### config.mk
export PLATFORM = sky130hd
export DESIGN_NAME = bounded_deque_with_search
export DESIGN_NICKNAME = d
export VERILOG_FILES = /design/src/rtl/bdqs_pkg.sv /design/src/rtl/bounded_deque_with_search.sv /design/src/rtl/bdqs_ctrl.sv /design/src/rtl/bdqs_dpath.sv
export VERILOG_INCLUDE_DIRS = /design/src /design/src/rtl
export SDC_FILE = /design/constraint.sdc
export NUM_CORES = 1
export LEC_CHECK = 0
export BUFFER_PORTS_ARGS = -buffer_cell sky130_fd_sc_hd__buf_2
export CORE_ASPECT_RATIO = 1.75
export CORE_MARGIN = 1
export CORE_UTILIZATION = 56
export DETAILED_ROUTE_END_ITERATION = 6
export PLACE_DENSITY = 0.75
export SETUP_SLACK_MARGIN = 0.2
export SLEW_MARGIN = 20
export SYNTH_ARGS = -nofsm -noshare
export SYNTH_HDL_FRONTEND = slang
export SYNTH_SLANG_ARGS = --single-unit
### constraint.sdc
create_clock -name i_clk -period 4.87 [get_ports i_clk]
set_input_delay 1.461 -clock i_clk [delete_from_list [all_inputs] [get_ports i_clk]]
set_output_delay 1.461 -clock i_clk [all_outputs]
set_load 0.1 [all_outputs]
### src/rtl/bounded_deque_with_search_defines.svh
// Assertion macros used by the deque top level.
`ifndef BOUNDED_DEQUE_WITH_SEARCH_DEFINES_SVH
`define BOUNDED_DEQUE_WITH_SEARCH_DEFINES_SVH

// Same-cycle implication, sampled on i_clk and disabled while i_rst_n is low.
`define BDQS_ASSERT_SAME(label, ante, cons, msg) \
    label: assert property (@(posedge i_clk) disable iff (!i_rst_n) \
        (ante) |-> (cons)) else $error(msg);

// Next-cycle implication, sampled on i_clk and disabled while i_rst_n is low.
`define BDQS_ASSERT_NEXT(label, ante, cons, msg) \
    label: assert property (@(posedge i_clk) disable iff (!i_rst_n) \
        (ante) |=> (cons)) else $error(msg);

`endif

### src/rtl/bdqs_pkg.sv
// Shared types and constants for the bounded deque with search.
`default_nettype none

package bdqs_pkg;

    localparam int DEPTH_DEF = 16;
    localparam int REQ_W     = 3;
    localparam int VALUE_W   = 32;
    localparam int STATUS_W  = 2;

    typedef enum logic [REQ_W-1:0] {
        REQ_PUSH_FRONT = 3'd0,
        REQ_PUSH_BACK  = 3'd1,
        REQ_POP_FRONT  = 3'd2,
        REQ_POP_BACK   = 3'd3,
        REQ_SEARCH     = 3'd4
    } t_req;

    typedef enum logic [STATUS_W-1:0] {
        ST_DONE  = 2'd0,
        ST_FULL  = 2'd1,
        ST_EMPTY = 2'd2
    } t_status;

    typedef enum logic {
        S_IDLE   = 1'b0,
        S_SEARCH = 1'b1
    } t_state;

    // Commands from the controller to the datapath.
    typedef struct packed {
        logic accept;  // a request transfer happens this cycle
        logic step;    // advance the search walk by one entry
    } t_cmd;

    // Status from the datapath to the controller.
    typedef struct packed {
        logic is_search;    // the offered request is a search
        logic empty;        // no entries held
        logic search_done;  // the search result is known this cycle
        logic out_free;     // the result register can take a new result
    } t_sts;

endpackage

`default_nettype wire

### src/rtl/bounded_deque_with_search.sv
// Top level of the bounded double-ended queue with membership search.
`default_nettype none

// The block keeps an ordered sequence of up to DEPTH signed 32-bit values in a
// ring memory and answers one request per input transfer with exactly one result
// transfer. The request kind travels on s_axis_tuser (0 push front, 1 push back,
// 2 pop front, 3 pop back, 4 search; codes 5 to 7 do nothing and report done) and
// the value on s_axis_tdata. Each result carries a status (0 done, 1 push refused
// because the sequence is full, 2 pop ignored because it is empty), a found flag
// that only a successful search sets, and the occupancy after the request.
// Pushes, pops, unused codes and a search of an empty sequence answer without a walk:
// the result is registered in the cycle after the request transfer. A search of
// a sequence holding N entries walks them from front to back through the single
// registered read port of the ring memory, one entry per cycle, and stops at the
// first match. The block works on one request at a time. It takes the next
// request while the previous result waits only in the cycle that result is
// taken, so s_axis_tready follows m_axis_tready combinationally while a result
// is pending. The memory needs no clearing after reset: the sequence starts
// empty and only held entries are ever read.
module bounded_deque_with_search #(
    parameter  int DEPTH      = bdqs_pkg::DEPTH_DEF,
    localparam int OCC_W      = $clog2(DEPTH + 1),
    localparam int OUT_DATA_W = ((bdqs_pkg::STATUS_W + 1 + OCC_W + 7) / 8) * 8
) (
    input  wire logic                          i_clk,
    input  wire logic                          i_rst_n,
    // Request stream.
    input  wire logic                          s_axis_tvalid,
    output logic                               s_axis_tready,
    input  wire logic [bdqs_pkg::VALUE_W-1:0]  s_axis_tdata,  // [31:0] value
    input  wire logic [bdqs_pkg::REQ_W-1:0]    s_axis_tuser,  // [2:0] req_type
    // Result stream.
    output logic                               m_axis_tvalid,
    input  wire logic                          m_axis_tready,
    // From bit 0 up: status (2), found (1), occupancy (OCC_W), zero padding.
    output logic [OUT_DATA_W-1:0]              m_axis_tdata
);

    `include "bounded_deque_with_search_defines.svh"

    bdqs_pkg::t_cmd                w_cmd;
    bdqs_pkg::t_sts                w_sts;
    logic [bdqs_pkg::STATUS_W-1:0] w_status;
    logic                          w_found;
    logic [OCC_W-1:0]              w_occ;

    // The controller sequences requests and the search walk.
    bdqs_ctrl u_ctrl (
        .i_clk      (i_clk),
        .i_rst_n    (i_rst_n),
        .i_in_valid (s_axis_tvalid),
        .i_sts      (w_sts),
        .o_in_ready (s_axis_tready),
        .o_cmd      (w_cmd)
    );

    // The datapath holds the ring memory, the pointers and the result register.
    bdqs_dpath #(
        .DEPTH (DEPTH)
    ) u_dpath (
        .i_clk       (i_clk),
        .i_rst_n     (i_rst_n),
        .i_cmd       (w_cmd),
        .o_sts       (w_sts),
        .i_req       (s_axis_tuser),
        .i_value     (s_axis_tdata),
        .i_out_ready (m_axis_tready),
        .o_out_valid (m_axis_tvalid),
        .o_status    (w_status),
        .o_found     (w_found),
        .o_occ       (w_occ)
    );

    // Fields are packed from bit 0 up and zero-extended to whole bytes.
    assign m_axis_tdata = OUT_DATA_W'({w_occ, w_found, w_status});

    // The occupancy reported can never exceed the capacity of the ring.
    `BDQS_ASSERT_SAME(a_occ_bound, m_axis_tvalid, (w_occ <= OCC_W'(DEPTH)),
        "occupancy above DEPTH")

    // A request is never taken while a stalled result still holds the register.
    `BDQS_ASSERT_SAME(a_no_overrun, (m_axis_tvalid && !m_axis_tready), !s_axis_tready,
        "request accepted while result is stalled")

    // Every request transfer other than a search gives a result in the next cycle.
    `BDQS_ASSERT_NEXT(a_fast_result,
        (s_axis_tvalid && s_axis_tready && (s_axis_tuser != bdqs_pkg::REQ_SEARCH)),
        m_axis_tvalid, "push or pop result missing")

    // Only a completed search may report a match.
    `BDQS_ASSERT_SAME(a_found_done, (m_axis_tvalid && w_found),
        (w_status == bdqs_pkg::ST_DONE), "found set with an error status")

endmodule

`default_nettype wire

### src/rtl/bdqs_ctrl.sv
// Controller state machine for the bounded deque with search.
`default_nettype none

module bdqs_ctrl (
    input  wire logic          i_clk,
    input  wire logic          i_rst_n,
    input  wire logic          i_in_valid,
    input  wire bdqs_pkg::t_sts i_sts,
    output logic               o_in_ready,
    output bdqs_pkg::t_cmd     o_cmd
);

    bdqs_pkg::t_state r_state;
    bdqs_pkg::t_state n_state;

    always_ff @(posedge i_clk) begin
        if (!i_rst_n) begin
            r_state <= bdqs_pkg::S_IDLE;
        end else begin
            r_state <= n_state;
        end
    end

    always_comb begin
        n_state    = r_state;
        o_in_ready = 1'b0;
        o_cmd      = '0;
        case (r_state)
            bdqs_pkg::S_IDLE: begin
                // A new request is taken only when its result has room.
                o_in_ready   = i_sts.out_free;
                o_cmd.accept = i_in_valid && i_sts.out_free;
                if (o_cmd.accept && i_sts.is_search && !i_sts.empty) begin
                    n_state = bdqs_pkg::S_SEARCH;
                end
            end
            bdqs_pkg::S_SEARCH: begin
                o_cmd.step = 1'b1;
                if (i_sts.search_done) begin
                    n_state = bdqs_pkg::S_IDLE;
                end
            end
            default: begin
                n_state = bdqs_pkg::S_IDLE;
            end
        endcase
    end

endmodule

`default_nettype wire

### src/rtl/bdqs_dpath.sv
// Datapath of the bounded deque: ring memory, pointers, search walk, result register.
`default_nettype none

module bdqs_dpath #(
    parameter  int DEPTH = bdqs_pkg::DEPTH_DEF,
    localparam int CNT_W = $clog2(DEPTH + 1)
) (
    input  wire logic                          i_clk,
    input  wire logic                          i_rst_n,
    input  wire bdqs_pkg::t_cmd                i_cmd,
    output bdqs_pkg::t_sts                     o_sts,
    input  wire logic [bdqs_pkg::REQ_W-1:0]    i_req,
    input  wire logic [bdqs_pkg::VALUE_W-1:0]  i_value,
    input  wire logic                          i_out_ready,
    output logic                               o_out_valid,
    output logic [bdqs_pkg::STATUS_W-1:0]      o_status,
    output logic                               o_found,
    output logic [CNT_W-1:0]                   o_occ
);

    localparam int IDX_W = (DEPTH > 1) ? $clog2(DEPTH) : 1;
    localparam logic [IDX_W-1:0] LAST_IDX  = IDX_W'(DEPTH - 1);
    localparam logic [CNT_W-1:0] DEPTH_CNT = CNT_W'(DEPTH);
    localparam logic [CNT_W:0]   DEPTH_SUM = (CNT_W + 1)'(DEPTH);

    logic [bdqs_pkg::VALUE_W-1:0] mem [DEPTH];

    logic [IDX_W-1:0]              r_front, n_front;
    logic [CNT_W-1:0]              r_count, n_count;
    logic [bdqs_pkg::VALUE_W-1:0]  r_key, n_key;
    logic [IDX_W-1:0]              r_walk_ptr, n_walk_ptr;
    logic [CNT_W-1:0]              r_walk_left, n_walk_left;
    logic [bdqs_pkg::VALUE_W-1:0]  r_rd_data;
    logic                          r_rd_valid, n_rd_valid;
    logic                          r_out_valid, n_out_valid;
    logic [bdqs_pkg::STATUS_W-1:0] r_out_status, n_out_status;
    logic                          r_out_found, n_out_found;
    logic [CNT_W-1:0]              r_out_occ, n_out_occ;

    logic                          w_wr_en;
    logic [IDX_W-1:0]              w_wr_addr;
    logic [IDX_W-1:0]              w_front_dec;
    logic [IDX_W-1:0]              w_front_inc;
    logic [IDX_W-1:0]              w_walk_inc;
    logic [CNT_W:0]                w_back_sum;
    logic [IDX_W-1:0]              w_back_pos;
    logic                          w_full;
    logic                          w_empty;
    logic                          w_hit;
    logic                          w_search_done;

    // Ring arithmetic: pointers stay below DEPTH and the count at most DEPTH, so one compare wraps it.
    assign w_front_dec = (r_front == '0) ? LAST_IDX : r_front - IDX_W'(1);
    assign w_front_inc = (r_front == LAST_IDX) ? '0 : r_front + IDX_W'(1);
    assign w_walk_inc  = (r_walk_ptr == LAST_IDX) ? '0 : r_walk_ptr + IDX_W'(1);
    assign w_back_sum  = (CNT_W + 1)'(r_front) + (CNT_W + 1)'(r_count);
    assign w_back_pos  = (w_back_sum >= DEPTH_SUM) ? IDX_W'(w_back_sum - DEPTH_SUM)
                                                   : IDX_W'(w_back_sum);

    assign w_full        = (r_count == DEPTH_CNT);
    assign w_empty       = (r_count == '0);
    assign w_hit         = r_rd_valid && (r_rd_data == r_key);
    assign w_search_done = r_rd_valid && (w_hit || (r_walk_left == '0));

    assign o_sts.is_search   = (i_req == bdqs_pkg::REQ_SEARCH);
    assign o_sts.empty       = w_empty;
    assign o_sts.search_done = w_search_done;
    assign o_sts.out_free    = !r_out_valid || i_out_ready;

    always_comb begin
        n_front      = r_front;
        n_count      = r_count;
        n_key        = r_key;
        n_walk_ptr   = r_walk_ptr;
        n_walk_left  = r_walk_left;
        n_rd_valid   = 1'b0;
        n_out_valid  = r_out_valid && !i_out_ready;
        n_out_status = r_out_status;
        n_out_found  = r_out_found;
        n_out_occ    = r_out_occ;
        w_wr_en      = 1'b0;
        w_wr_addr    = w_front_dec;

        if (i_cmd.accept) begin
            n_out_valid  = 1'b1;
            n_out_status = bdqs_pkg::ST_DONE;
            n_out_found  = 1'b0;
            n_key        = i_value;
            n_walk_ptr   = r_front;
            n_walk_left  = r_count;
            case (i_req)
                bdqs_pkg::REQ_PUSH_FRONT: begin
                    if (w_full) begin
                        n_out_status = bdqs_pkg::ST_FULL;
                    end else begin
                        w_wr_en   = 1'b1;
                        w_wr_addr = w_front_dec;
                        n_front   = w_front_dec;
                        n_count   = r_count + CNT_W'(1);
                    end
                end
                bdqs_pkg::REQ_PUSH_BACK: begin
                    if (w_full) begin
                        n_out_status = bdqs_pkg::ST_FULL;
                    end else begin
                        w_wr_en   = 1'b1;
                        w_wr_addr = w_back_pos;
                        n_count   = r_count + CNT_W'(1);
                    end
                end
                bdqs_pkg::REQ_POP_FRONT: begin
                    if (w_empty) begin
                        n_out_status = bdqs_pkg::ST_EMPTY;
                    end else begin
                        n_front = w_front_inc;
                        n_count = r_count - CNT_W'(1);
                    end
                end
                bdqs_pkg::REQ_POP_BACK: begin
                    if (w_empty) begin
                        n_out_status = bdqs_pkg::ST_EMPTY;
                    end else begin
                        n_count = r_count - CNT_W'(1);
                    end
                end
                bdqs_pkg::REQ_SEARCH: begin
                    // An empty sequence answers at once; otherwise the walk answers.
                    n_out_valid = w_empty;
                end
                default: begin
                end
            endcase
            n_out_occ = n_count;
        end else if (i_cmd.step) begin
            if (r_walk_left != '0) begin
                n_rd_valid  = 1'b1;
                n_walk_ptr  = w_walk_inc;
                n_walk_left = r_walk_left - CNT_W'(1);
            end
            if (w_search_done) begin
                n_out_valid  = 1'b1;
                n_out_status = bdqs_pkg::ST_DONE;
                n_out_found  = w_hit;
                n_out_occ    = r_count;
            end
        end
    end

    always_ff @(posedge i_clk) begin
        if (!i_rst_n) begin
            r_front     <= '0;
            r_count     <= '0;
            r_walk_left <= '0;
            r_rd_valid  <= 1'b0;
            r_out_valid <= 1'b0;
        end else begin
            r_front     <= n_front;
            r_count     <= n_count;
            r_walk_left <= n_walk_left;
            r_rd_valid  <= n_rd_valid;
            r_out_valid <= n_out_valid;
        end
    end

    always_ff @(posedge i_clk) begin
        r_key        <= n_key;
        r_walk_ptr   <= n_walk_ptr;
        r_out_status <= n_out_status;
        r_out_found  <= n_out_found;
        r_out_occ    <= n_out_occ;
    end

    // Ring memory: one write port, one registered read port for the walk.
    always_ff @(posedge i_clk) begin
        if (w_wr_en) begin
            mem[w_wr_addr] <= i_value;
        end
        r_rd_data <= mem[r_walk_ptr];
    end

    assign o_out_valid = r_out_valid;
    assign o_status    = r_out_status;
    assign o_found     = r_out_found;
    assign o_occ       = r_out_occ;

endmodule

`default_nettype wire
==> key figures, run 1 <==
Logic synthesis
  • Count leader, synth: edfxtp_1
  • Synth area leader: edfxtp_1
  • Synth Area per Inst: 22.2 um^2
  • Gate Count Post-Synth: 1044
  • Number of flops mapped to enable cells by yosys: 555
  • Top post-synthesis cells by area: edfxtp_1, mux4_2, dfxtp_1, xnor2_1, ha_1
  • Synthesized area: 23200 um^2
  • Share of the synthesized area in the top cell type: 71.9%
  • Post-Syn Nets: 1094
  • Post-synth ARST share: 0%
  • Yosys reg bits: 605
  • Seq/Total Area, Yosys: 76.3%
  • Yosys warnings: 0
  • Netlist cell types: 64
  • Top_reg_cell synth: edfxtp_1
  • Synth top cells by count: edfxtp_1, mux4_2, dfxtp_1

Place
  • IO buf count: 48
  • Post-Place Cell Area: 24200 um^2
  • Placed insts: 1631
  • Hpwl dp: 28300 um
  • Post-Place Setup Slack: 0.980 ns
  • Routability-driven placement congestion ratio: 0.817

Critical path
  • Critical path's top delay family: buffers and inverters
  • Slack of the worst reg-to-reg path: 1.67 ns
  • Slowest cell on crit path: buf_2
  • CP max stage delay: 0.42 ns
  • WS Path Type: in2out
  • CP max FO: 5
  • Bufs and invs on worst path: 2
  • Crit-path cells: buf_2 > nand2b_1 > and2_1 > buf_2
  • Worst setup SP type: input pin
  • CP dominant cell by count: buf_2
  • WP data required: 3.41 ns
  • CP Data Arrival Time: 2.30 ns
  • Crit. End Element: primary output

Die
  • Die span in x: 156 um
  • Core Rows: 98
  • Core footprint: 40800 um^2
  • Chip height: 271 um
  • Die ar.: 42200 um^2
  • Starting Density: 56.7%
  • # IOs: 49

Clocking
  • Maximum clock path buffer count: 3
  • CTS Hold Buffers Added: 0
  • CTS resizes: 0
  • Worst-path clk slew: 0.06 ns
  • CTS Buf Count: 49
  • H-tree levels: 2
  • Setup bufs post-CTS: 0
  • CTS root buf: clkbuf_16
  • CTS tree: yes
  • Clk sinks: 605
  • Clock latency at the later pin of the worst-skew pair: 0.57 ns

Layout
  • Filler-free cell count of the finished design: 1722
  • Post-layout util: 63.3%
  • Nets: 1182
  • Layout cell share with drive strength beyond 1: 29.4%
  • Ant diodes: 0
  • P&R area growth vs syn: 11.7%
  • Final Cell Area: 25900 um^2

GRT
  • Gr usage total: 23.2%
  • Gr ovfl total: 0
  • Largest net degree at the start of global routing: 67
  • First-pass GRT wire length: 70100 um
  • Number of global-route vias before repair: 11229
  • Initial antenna violation count: 0

Timing
  • Final period utilization: 77.1%
  • # setup viols final: 0
  • Fmax: 266 MHz
  • Final WS setup: 1.11 ns
  • Min cycle time layout: 3.76 ns
  • Slew Viols, Final: 0
  • Worst slew pin tran: 0.968 ns
  • Clock Skews: 0.0278 ns
  • Max-Slew Margin vs Limit: 35.5%
  • Fin. Hold Viols: 0
  • Unrepaired setup endpoints after global routing: no

Detailed routing
  • DR vias/cell: 6.15
  • Pre-antenna DRT Iters: 5
  • Detailed Route Iter0 Violations: 1021
  • Via count: 10598
  • Wire per inst: 27.1 um
  • Routed WL: 46700 um
  • Final routed DRC violation total: 0
  • Antenna Nets Post-Route: 0

Power
  • Max IR drop VDD: 300 uV
  • Leak: 8.23 nW
  • Pwr dens: 412 nW/um^2

Status
  • Status: completed

Min path
  • Min-Delay Path Class: reg2reg

Flow run
  • Total of max-cap violations: 0
-- cells by family (layout without fill, tap and decap cells) --
| group | Yosys count | after routing | share of synthesized area [%] |
|---|---|---|---|
| adder cells (fa/ha/maj) | 11 | 11 | 0.627 |
| flip-flops | 605 | 605 | 76.3 |
| AO/OA/AOI/OAI | 56 | 56 | 1.72 |
| XOR/XNOR | 40 | 40 | 1.51 |
| multiplexers | 170 | 170 | 16.1 |
| buffers and inverters | 64 | 192 | 1.45 |
| AND/OR/NAND/NOR | 98 | 98 | 2.35 |
-- worst min-delay path: stages (launching register included) --
cell     delay [ns]
dfxtp_1        0.32
nand3_1        0.06
o21ai_0        0.06
-- path summary, 6_finish.rpt --
kind                 startpoint            endpoint  cells past startpoint
max               m_axis_tready       s_axis_tready                      4
min             u_dpath.o_found     u_dpath.o_found                      2
max reg2reg  u_dpath.r_count[0]  u_dpath.mem[13][9]                      7
min reg2reg     u_dpath.o_found     u_dpath.o_found                      2
-- per-layer routing --
metal	routed length, um	share of wire, %	global-route usage [%]
met1	17100	37	28.9
met2	25700	55	41.7
met4	1460	3.1	8.57
met5	0	0	0
met3	2480	5.3	2.55
-- layout make-up --
cell class	instances	area (um^2)
flip-flops and latches	605	17700
fillers	2641	15000
multi-input cells	375	5270
clock buffers	67	1340
well taps	550	688
repair buffers	83	536
clock inverters	24	304
inverters	18	67.6
-- power by group --
part | internal, mW | switching (mW)
sequential | 5.77 | 0.0547
combinational | 0.362 | 0.453
clock | 2.30 | 1.71
-- state kept, by name, summed over array words and instances, names as in the netlist --
signal	flops
u_dpath.o_out_valid	1
u_dpath.o_status	2
u_dpath.r_front	4
u_ctrl.r_state	1
u_dpath.o_found	1
u_dpath.r_count	5
u_dpath.r_walk_left	5
u_dpath.r_key	32
u_dpath.r_rd_data	32
u_dpath.mem	512
u_dpath.r_rd_valid	1
u_dpath.o_occ	5
u_dpath.r_walk_ptr	4
-- through the flow --
stage | power, mW | TNS (ns) | hold slack [ns]
3_5_place_dp | 6.75 | 0 | 0.462
2_1_floorplan | 6.48 | -139.76 | 0.444
6_report | 10.6 | 0 | 0.471
5_1_grt | 10.9 | 0 | 0.499
4_1_cts | 10.7 | 0 | 0.477
3_3_place_gp | 6.74 | 0 | 0.465
-- cells in the final DEF, fill, tap and decap left out, drive strengths merged, types with 8 or more instances in the layout --
cell,count
inv,19
edfxtp,555
buf,83
clkbuf,67
xor2,11
xnor2,29
dfxtp,50
nand3,8
nand2,14
mux4,160
nor3,24
clkinv,16
a21oi,14
o21ai,14
nor2,20
ha,10
Power figures use the tool's default switching activity.
==> inputs of run 2 (changes only) <==
clock period = 3.3 ns   (was 4.87 ns; I/O delays follow)
==> run 2 against run 1 <==
  * Global-route usage increased by 0.84 points
  * Register-to-register slack got worse by 1.2 ns
  * Power increased by 48%
  * Design area increased by 1.8%
  * Sequential share of layout area decreased by 1.2 points
  * Critical path depth increased by 1
  * Via count increased by 1.3%
  * Die area unchanged
  * Non-clock buffer count increased by 11
  * First-iteration DRC count increased by 1.9%
  * Worst hold slack got worse by 0.0041 ns
==> key figures, run 2 (synthesis gave the netlist of run 1 again) <==
Status
  • Status: completed

Clocking
  • CTS root buf: clkbuf_16
  • CTS Hold Buffers Added: 0 (unchanged)
  • Clock latency at the later pin of the worst-skew pair: 0.58 ns (about the same)
  • Maximum clock path buffer count: 3 (unchanged)
  • CTS Buf Count: 50 (+2.0%)
  • CTS resizes: 0 (unchanged)
  • CTS tree: yes
  • Worst-path clk slew: 0.06 ns (about the same)
  • H-tree levels: 2 (unchanged)
  • Clk sinks: 605 (unchanged)
  • Setup bufs post-CTS: 0 (unchanged)

Flow run
  • Total of max-cap violations: 0 (unchanged)

Detailed routing
  • Routed WL: 48200 um (+3.2%)
  • Wire per inst: 27.8 um (+2.5%)
  • Pre-antenna DRT Iters: 7 (+2)
  • Detailed Route Iter0 Violations: 1040 (+1.9%)
  • Antenna Nets Post-Route: 0 (unchanged)
  • DR vias/cell: 6.19 (+0.57%)
  • Via count: 10733 (+1.3%)
  • Final routed DRC violation total: 0 (unchanged)

GRT
  • Largest net degree at the start of global routing: 41 (-39%)
  • Initial antenna violation count: 0 (unchanged)
  • Gr usage total: 24.0% (+0.84 points)
  • Number of global-route vias before repair: 11287 (+0.52%)
  • Gr ovfl total: 0 (unchanged)
  • First-pass GRT wire length: 72200 um (+3.0%)

Critical path
  • Crit-path cells: buf_2 > nand2b_1 > buf_4 > and2_1 > buf_2
  • R2R cell count: 8 (+1)
  • Worst setup SP type: input pin
  • RR Startpoint: u_dpath.r_front[0]
  • WP data required: 2.31 ns (-1.10 ns)
  • Critical path's top delay family: buffers and inverters
  • Slack of the worst reg-to-reg path: 0.46 ns (-1.21 ns)
  • FF-to-FF End: u_dpath.mem[9][24]
  • CP Data Arrival Time: 1.85 ns (-0.45 ns)
  • Slowest cell on crit path: buf_2
  • Bufs and invs on worst path: 3 (+1)
  • Crit. Startpoint: m_axis_tready
  • CP max FO: 4 (-1)
  • CP dominant cell by count: buf_2
  • WS Path Type: in2out
  • Crit. End Element: primary output
  • CP max stage delay: 0.41 ns (about the same)

Layout
  • Ant diodes: 0 (unchanged)
  • Nets: 1194 (+1.0%)
  • Filler-free cell count of the finished design: 1734 (+0.70%)
  • Max reg flops: 512 (unchanged)
  • Largest reg by FF count: u_dpath.mem
  • Regs by FF count: u_dpath.mem (512), u_dpath.r_key (32), u_dpath.r_rd_data (32)
  • P&R area growth vs syn: 13.6%
  • Commonest non-fill, non-tap cells in the layout: edfxtp_1, mux4_2, clkbuf_16, dfxtp_1, buf_2
  • Layout cell share with drive strength beyond 1: 30.6% (+1.1 points)
  • Most common cell after layout, fill and taps aside: edfxtp_1

Min path
  • Hold depth: 2 (unchanged)
  • Hold Path End: u_dpath.o_found
  • Min-Delay Path Class: reg2reg
  • HP Start: u_dpath.o_found

Timing
  • Final setup TNS: 0 ns (unchanged)
  • Fmax: 352 MHz
  • Min cycle time layout: 2.84 ns
  • Slew Viols, Final: 0 (unchanged)
  • Final period utilization: 86.1%
  • Max-Slew Margin vs Limit: 47.8% (+12 points)
  • Worst slew pin tran: 0.783 ns (-0.185 ns)
  • Fin. Hold Viols: 0 (unchanged)
  • # setup viols final: 0 (unchanged)
  • Unrepaired setup endpoints after global routing: no
  • Clock Skews: 0.0185 ns (-0.00923 ns)

Place
  • Placed insts: 1642 (+0.67%)
  • Routability-driven placement congestion ratio: 0.863 (+5.7%)
  • Hpwl dp: 30200 um (+6.8%)
  • IO buf count: 48 (unchanged)

Power
  • Pwr dens: 597 nW/um^2 (+45%)
  • Max IR drop VDD: 523 uV (+74%)
  • Leak: 8.40 nW (+2.0%)

Die
  • Core Rows: 98 (unchanged)
  • Starting Density: 56.7% (unchanged)
  • # IOs: 49 (unchanged)
  • Die ar.: 42200 um^2 (unchanged)
  • Die span in x: 156 um (unchanged)
  • Chip height: 271 um (unchanged)
  • Core footprint: 40800 um^2 (unchanged)
==> run 2: cell types whose count changed in the layout (fill, tap and decap cells not counted), sizes merged <==
cell      before  now
inv           19   22
clkinvlp       0    2
clkbuf        67   64
clkinv        16   18
bufinv         7    4
buf           83   94
==> run 2: per-layer routing <==
metal	routed length, um	up-vias	share of wire, %	global-route usage (%)
met2	26000	388	54	42.0
met4	1420	0	2.9	8.67
li1	-	4557	-	-
met3	2530	66	5.3	3.40
met1	18300	5722	38	30.6
met5	0	-	0	0
==> run 2: how the worst max path moves through the flow <==
stage / cells past startpoint / endpoint / slack [ns]
floorplan: 5 / u_dpath.mem[0][0] / 0.003
global placement: 7 / u_dpath.mem[9][24] / 0.06
detailed placement: 6 / u_dpath.mem[9][24] / 0.03
CTS: 7 / u_dpath.mem[9][24] / 0.33
global route: 8 / u_dpath.mem[9][24] / 0.25
finish: 5 / s_axis_tready / 0.46
==> run 2: power by group <==
group          total [mW]  internal, mW  switching, mW
logic                1.29         0.559          0.731
clock network        5.86          3.26           2.60
registers            8.58          8.51         0.0701
total                15.7          12.3           3.40
==> run 2: final cells by class <==
class / count / area (um^2)
fill: 2594 / 14500
tap: 550 / 688
clock buffer: 64 / 1370
sequential: 605 / 17700
multi-input combinational: 375 / 5360
clock inverter: 28 / 259
inverter: 18 / 67.6
timing repair buffer: 94 / 911
==> run 2: worst register-to-register path, delay by kind of cell (launching register included) <==
family	cells	cell delay [ns]
fa+ha+maj	2	0.70
buf+inv	2	0.29
flops	1	0.51
mux	1	0.08
simple gates	3	0.92
==> run 2: stage by stage <==
| stage | hold slack (ns) | utilization, % | area, um^2 | setup slack, ns | power, mW |
|---|---|---|---|---|---|
| detailed placement | 0.455 | 60.4 | 24700 | 0.0288 | 10.0 |
| global placement | 0.455 | 60.4 | 24700 | 0.0608 | 10.0 |
| CTS | 0.470 | 64.4 | 26300 | 0.330 | 15.8 |
| floorplan | 0.444 | - | 23400 | 0.00336 | 9.58 |
| global route | 0.521 | 64.5 | 26300 | 0.251 | 16.1 |
| finish | 0.467 | 64.5 | 26300 | 0.458 | 15.7 |
